<file path="src/rtl/core/uns_pkg.sv">
// Shared types and constants for the unordered set table.
package uns_pkg;

  localparam int CAPACITY_DEF   = 64;
  localparam int ELEM_WIDTH_DEF = 32;
  localparam int VALUE_W        = 32;
  localparam int COUNT_W        = 7;
  localparam int CMD_W          = 2;

  // Command codes
  localparam logic [CMD_W-1:0] CMD_ADD    = 2'd0;
  localparam logic [CMD_W-1:0] CMD_DELETE = 2'd1;
  localparam logic [CMD_W-1:0] CMD_QUERY  = 2'd2;

  typedef struct packed {
    logic [CMD_W-1:0]   command;
    logic [VALUE_W-1:0] element_value;
  } uns_in_t;

  typedef struct packed {
    logic               result_flag;
    logic [COUNT_W-1:0] element_count;
    logic               table_full;
  } uns_out_t;

endpackage

</file>
<file path="src/rtl/core/uns_store.sv">
// Element store: single write port, one registered read port.
module uns_store #(
  parameter int  DEPTH = uns_pkg::CAPACITY_DEF,
  parameter int  WIDTH = uns_pkg::ELEM_WIDTH_DEF,
  localparam int AW    = (DEPTH > 1) ? $clog2(DEPTH) : 1
) (
  input  logic             clk,
  input  logic             we,
  input  logic [AW-1:0]    waddr,
  input  logic [WIDTH-1:0] wdata,
  input  logic [AW-1:0]    raddr,
  output logic [WIDTH-1:0] rdata
);

  logic [WIDTH-1:0] mem [DEPTH];
  logic [WIDTH-1:0] rdata_r;

  always_ff @(posedge clk) begin
    if (we) begin
      mem[waddr] <= wdata;
    end
  end

  always_ff @(posedge clk) begin
    rdata_r <= mem[raddr];
  end

  assign rdata = rdata_r;

endmodule

</file>
<file path="src/rtl/core/uns_seq.sv">
// Command sequencer: linear scan with one shared comparator, then write-back.
module uns_seq #(
  parameter int  CAPACITY   = uns_pkg::CAPACITY_DEF,
  parameter int  ELEM_WIDTH = uns_pkg::ELEM_WIDTH_DEF,
  localparam int IDX_W      = (CAPACITY > 1) ? $clog2(CAPACITY) : 1
) (
  input  logic                  clk,
  input  logic                  rst_n,
  input  logic                  start,
  input  uns_pkg::uns_in_t      in_item,
  output logic                  busy,
  output logic                  mem_we,
  output logic [IDX_W-1:0]      mem_waddr,
  output logic [ELEM_WIDTH-1:0] mem_wdata,
  output logic [IDX_W-1:0]      mem_raddr,
  input  logic [ELEM_WIDTH-1:0] mem_rdata,
  output logic                  res_vld,
  output uns_pkg::uns_out_t     res
);

  import uns_pkg::*;

  localparam int CNT_W = $clog2(CAPACITY + 1);

  typedef enum logic [3:0] {
    S_IDLE = 4'b0001,
    S_SCAN = 4'b0010,
    S_ACT  = 4'b0100,
    S_MOVE = 4'b1000
  } state_t;

  state_t                state_r, state_nxt;
  logic [CMD_W-1:0]      cmd_r, cmd_nxt;
  logic [ELEM_WIDTH-1:0] val_r, val_nxt;
  logic [CNT_W-1:0]      count_r, count_nxt;
  logic [IDX_W-1:0]      rd_idx_r, rd_idx_nxt;
  logic [IDX_W-1:0]      cmp_idx_r, cmp_idx_nxt;
  logic                  cmp_vld_r, cmp_vld_nxt;
  logic                  found_r, found_nxt;
  logic [IDX_W-1:0]      pos_r, pos_nxt;

  logic [63:0]           val_ext;
  logic [CNT_W-1:0]      last_cnt;
  logic                  hit;
  logic                  at_last;
  logic                  is_full;

  assign val_ext  = 64'(in_item.element_value);
  assign last_cnt = count_r - CNT_W'(1);
  assign hit      = (mem_rdata == val_r);
  assign at_last  = (CNT_W'(cmp_idx_r) == last_cnt);
  assign is_full  = (count_r == CNT_W'(CAPACITY));
  assign busy     = (state_r != S_IDLE);

  always_comb begin
    state_nxt   = state_r;
    cmd_nxt     = cmd_r;
    val_nxt     = val_r;
    count_nxt   = count_r;
    rd_idx_nxt  = rd_idx_r;
    cmp_idx_nxt = cmp_idx_r;
    cmp_vld_nxt = cmp_vld_r;
    found_nxt   = found_r;
    pos_nxt     = pos_r;
    mem_we      = 1'b0;
    mem_waddr   = count_r[IDX_W-1:0];
    mem_wdata   = val_r;
    mem_raddr   = rd_idx_r;
    res_vld     = 1'b0;
    res         = '0;

    unique case (state_r)
      S_IDLE: begin
        if (start) begin
          cmd_nxt     = in_item.command;
          val_nxt     = val_ext[ELEM_WIDTH-1:0];
          rd_idx_nxt  = '0;
          cmp_vld_nxt = 1'b0;
          found_nxt   = 1'b0;
          state_nxt   = (count_r == '0) ? S_ACT : S_SCAN;
        end
      end
      S_SCAN: begin
        // Read address runs one ahead of the compared entry.
        rd_idx_nxt  = rd_idx_r + IDX_W'(1);
        cmp_idx_nxt = rd_idx_r;
        cmp_vld_nxt = 1'b1;
        if (cmp_vld_r) begin
          if (hit) begin
            found_nxt = 1'b1;
            pos_nxt   = cmp_idx_r;
            state_nxt = S_ACT;
          end else if (at_last) begin
            state_nxt = S_ACT;
          end
        end
      end
      S_ACT: begin
        // Fetch last entry in case a delete needs it for the swap.
        mem_raddr = last_cnt[IDX_W-1:0];
        state_nxt = S_IDLE;
        res_vld   = 1'b1;
        unique case (cmd_r)
          CMD_ADD: begin
            if (!found_r) begin
              if (is_full) begin
                res.table_full = 1'b1;
              end else begin
                mem_we          = 1'b1;
                count_nxt       = count_r + CNT_W'(1);
                res.result_flag = 1'b1;
              end
            end
          end
          CMD_DELETE: begin
            if (found_r) begin
              state_nxt = S_MOVE;
              res_vld   = 1'b0;
            end
          end
          CMD_QUERY: begin
            res.result_flag = found_r;
          end
          default: begin
          end
        endcase
      end
      S_MOVE: begin
        mem_we          = 1'b1;
        mem_waddr       = pos_r;
        mem_wdata       = mem_rdata;
        count_nxt       = last_cnt;
        res.result_flag = 1'b1;
        res_vld         = 1'b1;
        state_nxt       = S_IDLE;
      end
      default: begin
        state_nxt = S_IDLE;
      end
    endcase

    res.element_count = COUNT_W'(count_nxt);
  end

  always_ff @(posedge clk) begin
    if (!rst_n) begin
      state_r   <= S_IDLE;
      count_r   <= '0;
      cmp_vld_r <= 1'b0;
      found_r   <= 1'b0;
    end else begin
      state_r   <= state_nxt;
      count_r   <= count_nxt;
      cmp_vld_r <= cmp_vld_nxt;
      found_r   <= found_nxt;
    end
  end

  always_ff @(posedge clk) begin
    cmd_r     <= cmd_nxt;
    val_r     <= val_nxt;
    rd_idx_r  <= rd_idx_nxt;
    cmp_idx_r <= cmp_idx_nxt;
    pos_r     <= pos_nxt;
  end

endmodule

</file>
<file path="src/rtl/core/unordered_set_table.sv">
// Top level of the unordered set table: sequencer, element store, result register.
//
// Usage:
//   Input channel: a command (add, delete, query) and an element value are
//   transferred at a rising edge with start high and busy low. busy stays high
//   until the cycle in which that command's result is presented.
//   Result channel: out_valid is high for exactly one cycle with out_item
//   holding the flag, the count after the command and the full indication.
//   The receiver cannot stall; each result must be taken in its cycle.
// Operation:
//   The scan reads one stored entry per cycle through the store's single
//   registered read port and one comparator, over the entries held when the
//   command starts (none when empty, stopping early on a match); then comes a
//   decide state, a further state for a delete that swaps the last entry in,
//   and the result register presents the result, when busy falls and the
//   next command can go in.
// Reset: synchronous, active low; the count is cleared, the set is empty.
//   Stored entries are not cleared: only entries below the count are used.
// Elements compare over the low ELEM_WIDTH bits of element_value.
module unordered_set_table #(
  parameter int CAPACITY   = uns_pkg::CAPACITY_DEF,
  parameter int ELEM_WIDTH = uns_pkg::ELEM_WIDTH_DEF
) (
  input  logic              clk,
  input  logic              rst_n,
  input  logic              start,
  output logic              busy,
  input  uns_pkg::uns_in_t  in_item,
  output logic              out_valid,
  output uns_pkg::uns_out_t out_item
);

  import uns_pkg::*;

  localparam int IDX_W = (CAPACITY > 1) ? $clog2(CAPACITY) : 1;

  logic                  mem_we;
  logic [IDX_W-1:0]      mem_waddr;
  logic [ELEM_WIDTH-1:0] mem_wdata;
  logic [IDX_W-1:0]      mem_raddr;
  logic [ELEM_WIDTH-1:0] mem_rdata;
  logic                  res_vld;
  uns_out_t              res;

  logic                  out_valid_r;
  uns_out_t              out_item_r;

  uns_seq #(
    .CAPACITY   (CAPACITY),
    .ELEM_WIDTH (ELEM_WIDTH)
  ) u_seq (
    .clk       (clk),
    .rst_n     (rst_n),
    .start     (start),
    .in_item   (in_item),
    .busy      (busy),
    .mem_we    (mem_we),
    .mem_waddr (mem_waddr),
    .mem_wdata (mem_wdata),
    .mem_raddr (mem_raddr),
    .mem_rdata (mem_rdata),
    .res_vld   (res_vld),
    .res       (res)
  );

  uns_store #(
    .DEPTH (CAPACITY),
    .WIDTH (ELEM_WIDTH)
  ) u_store (
    .clk   (clk),
    .we    (mem_we),
    .waddr (mem_waddr),
    .wdata (mem_wdata),
    .raddr (mem_raddr),
    .rdata (mem_rdata)
  );

  // Result register: one-cycle strobe, payload captured with it.
  always_ff @(posedge clk) begin
    if (!rst_n) begin
      out_valid_r <= 1'b0;
    end else begin
      out_valid_r <= res_vld;
    end
  end

  always_ff @(posedge clk) begin
    if (res_vld) begin
      out_item_r <= res;
    end
  end

  assign out_valid = out_valid_r;
  assign out_item  = out_item_r;

endmodule
</file>
<file path="config.mk">
export PLATFORM = sky130hd
export DESIGN_NAME = unordered_set_table
export DESIGN_NICKNAME = d
export VERILOG_FILES = /design/src/rtl/core/uns_pkg.sv /design/src/rtl/core/uns_store.sv /design/src/rtl/core/uns_seq.sv /design/src/rtl/core/unordered_set_table.sv
export SDC_FILE = /design/constraint.sdc
export NUM_CORES = 2
export LEC_CHECK = 0
export BUFFER_PORTS_ARGS = -buffer_cell sky130_fd_sc_hd__buf_4
export CAP_MARGIN = 40
export CORE_UTILIZATION = 60
export CTS_BUF_LIST = sky130_fd_sc_hd__clkbuf_8
export DETAILED_ROUTE_END_ITERATION = 16
export GPL_TIMING_DRIVEN = 1
export PLACE_DENSITY = 0.76
export SYNTH_ARGS = -nofsm -noshare
export SYNTH_HDL_FRONTEND = slang
export SYNTH_SLANG_ARGS = --single-unit
</file>
<file path="constraint.sdc">
create_clock -name clk -period 6.73 [get_ports clk]
set_input_delay 1.346 -clock clk [delete_from_list [all_inputs] [get_ports clk]]
set_output_delay 1.346 -clock clk [all_outputs]
set_load 0.05 [all_outputs]
</file>
# Word-level counts from Yosys, hierarchy flattened

Memories as Yosys holds them, arrays and structs flattened. A register that Yosys moved wholly into a read port is not among the register bits.
Index checks and enable logic that the tools add are counted.

Add/sub/neg operators: 3
Equal/unequal tests: 14
Mux-type cells: 34
Bitwise gates (word level): 2
Reduce and logical (&&, ||, !) cells: 9

Operators with widths:

| kind                                                                  | count |
|---|---|
| 32-bit equality test                                                  | 1 |
| 32-bit two-way mux                                                    | 1 |
| 4-bit two-way mux                                                     | 6 |
| 7-bit two-way mux                                                     | 3 |
| 6-bit two-way mux                                                     | 3 |
| 7-bit one-hot mux with 2 select lines                                 | 1 |
| 1-bit one-hot mux with 2 select lines                                 | 6 |
| 4-bit one-hot mux with 3 select lines                                 | 1 |
| 6-bit one-hot mux with 2 select lines                                 | 1 |
| 1-bit two-way mux                                                     | 11 |
| 7-bit by 1-bit adder with 7-bit output, second input constant         | 1 |
| 6-bit by 7-bit equality test with 1-bit output                        | 1 |
| 7-bit equality test, second input constant                            | 1 |
| 7-bit zero test                                                       | 1 |
| 7-bit by 1-bit subtractor with 7-bit output, second input constant    | 1 |
| 6-bit by 1-bit adder with 6-bit output, second input constant         | 1 |
| 3-bit AND reduction                                                   | 2 |
| 4-bit by 1-bit equality test with 1-bit output, second input constant | 1 |
| 4-bit by 2-bit equality test with 1-bit output, second input constant | 1 |
| 4-bit by 3-bit equality test with 1-bit output, second input constant | 1 |
| 4-bit equality test, second input constant                            | 1 |
| 2-bit by 1-bit != test with 1-bit output, second input constant       | 2 |
| 4-bit by 1-bit != test with 1-bit output, second input constant       | 1 |
| 2-bit AND reduction                                                   | 2 |
| 10 further kinds                                                      | 11 |

Register bits after elaboration: 75
RAM bits: 2048
Bits of input ports: 37
Output and inout port bits: 11
Memories kept: 1

Memory list:

| memory      | words | width | rd ports | clocked after memory_dff | wr ports | line            | text |
|---|---|---|---|---|---|---|---|
| u_store.mem | 64    | 32    | 1        | 1                        | 1        | uns_store.sv:15 | `logic [WIDTH-1:0] mem [DEPTH];` |

# Depth between registers and ports, before layout

Depth after elaboration: 7
Gate-level depth with buffers: 14
Depth with buffers taken out: 9

# Cells and area by module

A second synthesis with hierarchy kept.

Cell total of the unflattened synthesis: 3704
Area total of the unflattened synthesis: 82345.2 µm²

By module, submodules not included:

| module              | instances | cells an instance | area each (µm²) | seq. area each (µm²) |
|---|---|---|---|---|
| uns_store           | 1         | 3324              | 78515.3         | 62139.6 |
| uns_seq             | 1         | 369               | 3533.4          | 1821.7 |
| unordered_set_table | 1         | 11                | 296.5           | 290.3 |

# Least setup slack after synthesis

Ideal clock, no wire load.

Path kind: register to register
Start point: reg u_seq.count_r[0]
End point: mem u_store.mem[42][0] (netlist name), enable pin
Setup time: 0.421 ns
Data arrival time: 3.436 ns
Required time: 6.309 ns
Path slack: 2.873 ns
Stages on the path, launching flop included: 9
Buffers on the path: 1
Period minus slack after synthesis: 3.857 ns
Cells stage by stage: dfxtp_1 -> clkinv_1 -> ha_1 -> nor3b_1 -> and3_1 -> o21ai_0 -> clkbuf_1 -> nand3_1 -> nor2_1

Word-level cells in the longest chain between the ends: 7
Elaborated cells on any way between the ends: 8

RTL lines:

| item                                    | line            | text |
|---|---|---|
| start, declared                         | uns_seq.sv:35   | `logic [CNT_W-1:0] count_r, count_nxt;` |
| start signal, assigned                  | uns_seq.sv:153  | `count_r <= count_nxt;` |
| 7-bit equality test                     | uns_seq.sv:52   | `assign is_full = (count_r == CNT_W'(CAPACITY));` |
| 1-bit two-way mux                       | uns_seq.sv:106  | `if (is_full) begin` |
| 1-bit two-way mux                       | uns_seq.sv:105  | `if (!found_r) begin` |
| 1-bit two-way mux                       | uns_seq.sv:103  | `unique case (cmd_r)` |
| 1-bit one-hot mux with 2 select lines   | uns_seq.sv:72   | `unique case (state_r)` |
| 1-bit two-way mux                       | uns_store.sv:19 | `if (we) begin` |
| 1-bit two-way mux (not written as such) | uns_store.sv:20 | `mem[waddr] <= wdata;` |
| end, declared                           | uns_store.sv:15 |  |

Parallel ways exist; a longest one is shown, timed or not.

# Final worst setup path

Start point: reg u_seq.state_r[3]
End point: mem u_store.mem[14][0] (netlist name), enable pin

Word-level cells in the longest chain between the ends: 4
Elaborated cells on any way between the ends: 6

RTL lines:

| item                                                                                  | line            | text |
|---|---|---|
| start, declared                                                                       | uns_seq.sv:32   | `state_t state_r, state_nxt;` |
| start signal, assigned                                                                | uns_seq.sv:152  | `state_r <= state_nxt;` |
| 4-bit equality test or 4-bit by 3-bit equality test with 1-bit output (tied branches) | uns_seq.sv:72   |  |
| 1-bit one-hot mux with 2 select lines                                                 | uns_seq.sv:72   |  |
| 1-bit two-way mux                                                                     | uns_store.sv:19 |  |
| 1-bit two-way mux (not written as such)                                               | uns_store.sv:20 |  |

Parallel ways exist; a longest one is shown, timed or not.

==> impl_results.md <==
* Status: complete, no violations
* Iter 0 DRT Violations at ~8500
* Clock root cell: clkbuf_8
* Slowest CP cell: nor2_4
* Final Hold Viols at 0
* First-pass GRT wire length at ~340000 µm
* Most used cell, CP: buf_4
* Io pins at 48
* Clock sink total at ~2200
* WL per Instance at 32.11 µm
* CTS H-tree lvls at 5
* CP cell instances: nor4b_2, buf_4, nor2_1, a21oi_1, nand3_1, nor2_4, buf_4
* Total grt overflow at 0
* WS Path Type: flip-flop to flip-flop
* # placed instances at 6749
* Nets at 5272
* Core Area at 0.1394 mm²
* Tcrit/Tclk final at around 70%
* Remaining DRCs at 0
* Mean Syn Cell Area at 17.15 µm²
* Hold worst-path end: u_seq.val_r[21]
* Share of flip-flops with an asynchronous set or reset at 0%
* Total of max-cap violations at 0
* Fmax at 216.3 MHz
* Cell Area, Synth at 0.08427 mm²
* Synth cell types at 58
* Slew HR at 30.34%
* Fin util at between 60% and 70%
* Pins Over Slew Limit at 0
* Die Width at around 380 µm
* IO buf count at between 40 and 50
* Clk Latency, worst-skew pair at 1050 ps
* Die area at ~0.14 mm²
* Post-Synthesis Net Count at slightly below 5000
* Final setup TNS at 0 ps
* #FFs+latches synth at approximately 2200
* Post-Synthesis Cells at approximately 4900
* Final setup viols at 0
* Hold path start: in_item[21]
* Layout cells sized above 1 at 19.82%
* Worst slew pin tran at about 1000 ps
* Cts bufs inserted at 345
* Final ANT Viol Nets at 0
* Clock slew at reported path FFs at 60 ps
* Post CTS Setup Buffer Count at 0
* Final WL at ~240000 µm
* Clk buf depth at 4
* Hold depth at 1
* # fillers at 8601
* Initial antenna violation count at 5
* Worst hold slack at 487.7 ps
* Die Span Y at between 300 and 400 µm
* GPL Wtd Cong at between 0.9 and 1
* Synth Flop Type: edfxtp_1
* Vias in the first global route at roughly 48000
* Hold Crit Class: input port to flip-flop
* Site Rows at 137
* PD cells at between 300 and 400 mW/mm²
* Starting density of the core at 60.47%
* Worst Path Required at around 7400 ps
* Largest net degree at the start of global routing at 127
* CTS Hold Buffers Added at 0
* Min cycle time layout at 4624 ps
* Via count at 49910
* Detailed Routing Iterations Pass 1 at 9
* Sequential fraction of the synthesis area at between 70 and 80%
* Layout area overhead at 12.63%
* RSZ-0062 raised after global routing: no
* Post-synth EDFFs at around 2100
* Critical path arrival at 5300 ps
* Peak VDD IR at 0.3035 mV
* RR Startpoint: u_seq.state_r[3]
* CP endpoint kind: flip-flop
* Final HPWL DP at roughly 140000 µm
* Via/cell ratio at 6.783
* Worst reg2reg path depth at 7
* Global Route Usage Sum at 33.36%
* Max incr delay on CP at approximately 980 ps
* # resized after CTS at 0
* Fin cells at between 7000 and 8000
* Max FO, Critical Path at 56
* Synthesis Warnings at 0
* Clock Skews at approximately 97 ps
* Leakage power total at around 32 nW
* R2r setup slk at 2110 ps
* CTS tree: built
* CP Launch Type: flip-flop
* R2r endpoint: u_store.mem[14][0]
-- registers in the layout, indices dropped and copies added (netlist names) --
signal,cells
out_valid,1
u_seq.cmp_vld_r,1
u_seq.val_r,32
out_item,9
u_store.mem,2048
u_seq.pos_r,6
u_seq.state_r,4
u_seq.cmd_r,2
u_store.rdata,32
u_seq.count_r,7
u_seq.found_r,1
u_seq.cmp_idx_r,6
u_seq.rd_idx_r,6
-- cells by family after synthesis --
| family | after synthesis | synth area share (%) |
|---|---|---|
| flip-flops | 2155 | 76.24 |
| AO/OA/AOI/OAI | 402 | 4.009 |
| adder cells (fa/ha/maj) | 3 | 0.04455 |
| multiplexers | 431 | 9.324 |
| AND/OR/NAND/NOR | 1575 | 8.156 |
| buffers and inverters | 300 | 1.699 |
| XOR/XNOR | 49 | 0.5256 |
-- cell type report --
cell class | instances | area (µm²) | area share [%]
tap | 1876 | 2347 | 2.473
timing repair buffer | 263 | 2877 | 3.031
inverter | 7 | 26.28 | 0.02768
clock inverter | 228 | 1077 | 1.135
multi-input combinational | 2460 | 19290 | 20.33
antenna | 3 | 7.507 | 0.007909
sequential | 2155 | 64250 | 67.69
clock buffer | 366 | 5037 | 5.307
-- layout by cell type (no fill, tap or decap), types with 65 or more instances in the layout --
master    instances
a22oi_1          96
mux2i_1         141
mux4_2          283
buf_4           167
nor3_1           67
nand2_1        1024
inv_1           120
clkbuf_8        366
a311oi_1        186
clkinv_1         77
nand4_1          65
edfxtp_1       2109
and3_1          191
-- how the worst max path moves through the flow --
stage                      from            endpoint  slack [ps]  cells past startpoint
4_1_cts        u_seq.state_r[2]    u_store.rdata[3]        2010                     10
6_report       u_seq.state_r[3]  u_store.mem[14][0]        2110                      7
3_3_place_gp   u_seq.state_r[3]   u_store.rdata[29]        1770                      8
5_1_grt        u_seq.count_r[0]    u_store.rdata[8]        1980                     11
3_5_place_dp   u_seq.state_r[2]    u_store.rdata[3]        2010                     10
2_1_floorplan  u_seq.count_r[0]  u_store.mem[42][0]        2870                      8
-- per-stage QoR --
step	setup WS, ps	power [mW]	cell area (µm²)
3_3_place_gp	1767	25.42	87500
6_report	2106	36.10	94920
4_1_cts	2008	35.79	94790
3_5_place_dp	2007	25.79	88680
5_1_grt	1979	37.06	94920
2_1_floorplan	2873	22.20	84270
-- worst max-delay path, delay by kind of cell (launching register included) --
kind | cells | cell delay [ps]
simple gates | 4 | 2180
buf+inv | 2 | 1070
compound gates | 1 | 530
flops | 1 | 460
-- report_power, final --
group	internal (mW)	switching (mW)	total (mW)	leakage (nW)
Sequential	15.7	0.361	16.0	19.4
Clock	5.21	4.97	10.2	3.54
Combinational	3.29	6.58	9.87	8.76
-- synthesized netlist by cell type (all sizes together) (3+ instances only) --
cell     instances  share of area [%]
nor3            67               0.40
or3              5              0.037
a21oi           18               0.11
nand2         1056                4.7
and3           191                1.4
clkbuf         210               0.94
and2             9              0.067
nand3           53               0.31
nor2b            4              0.030
a2111oi         31               0.50
o31ai           35               0.31
a311oi         186                1.9
a31oi            3              0.022
dfxtp           46                1.1
nor4b            5              0.070
inv              6              0.027
nand2b           6              0.045
o32ai            3              0.031
a22oi           96               0.86
o21ai           14              0.083
nand4           65               0.48
nand3b           6              0.053
buf             83               0.73
mux4           283                7.6
xor2            30               0.31
o22ai            3              0.022
nor2            93               0.41
xnor2           18               0.19
ha               3              0.045
mux2i          146                1.7
nor4             8              0.059
edfxtp        2109                 75
-- per-layer routing --
metal / wire, µm / GRT usage [%] / share of wire, % / vias up
met2: 105200 / 48.48 / 45 / 4318
met4: 10570 / 14.05 / 4.5 / 4
met1: 82610 / 46.18 / 35 / 24880
met3: 37880 / 11.75 / 16 / 685
li1: - / - / - / 20020
met5: 21 / 0 / 0.0089 / -
(Power assumes the default switching activity.)
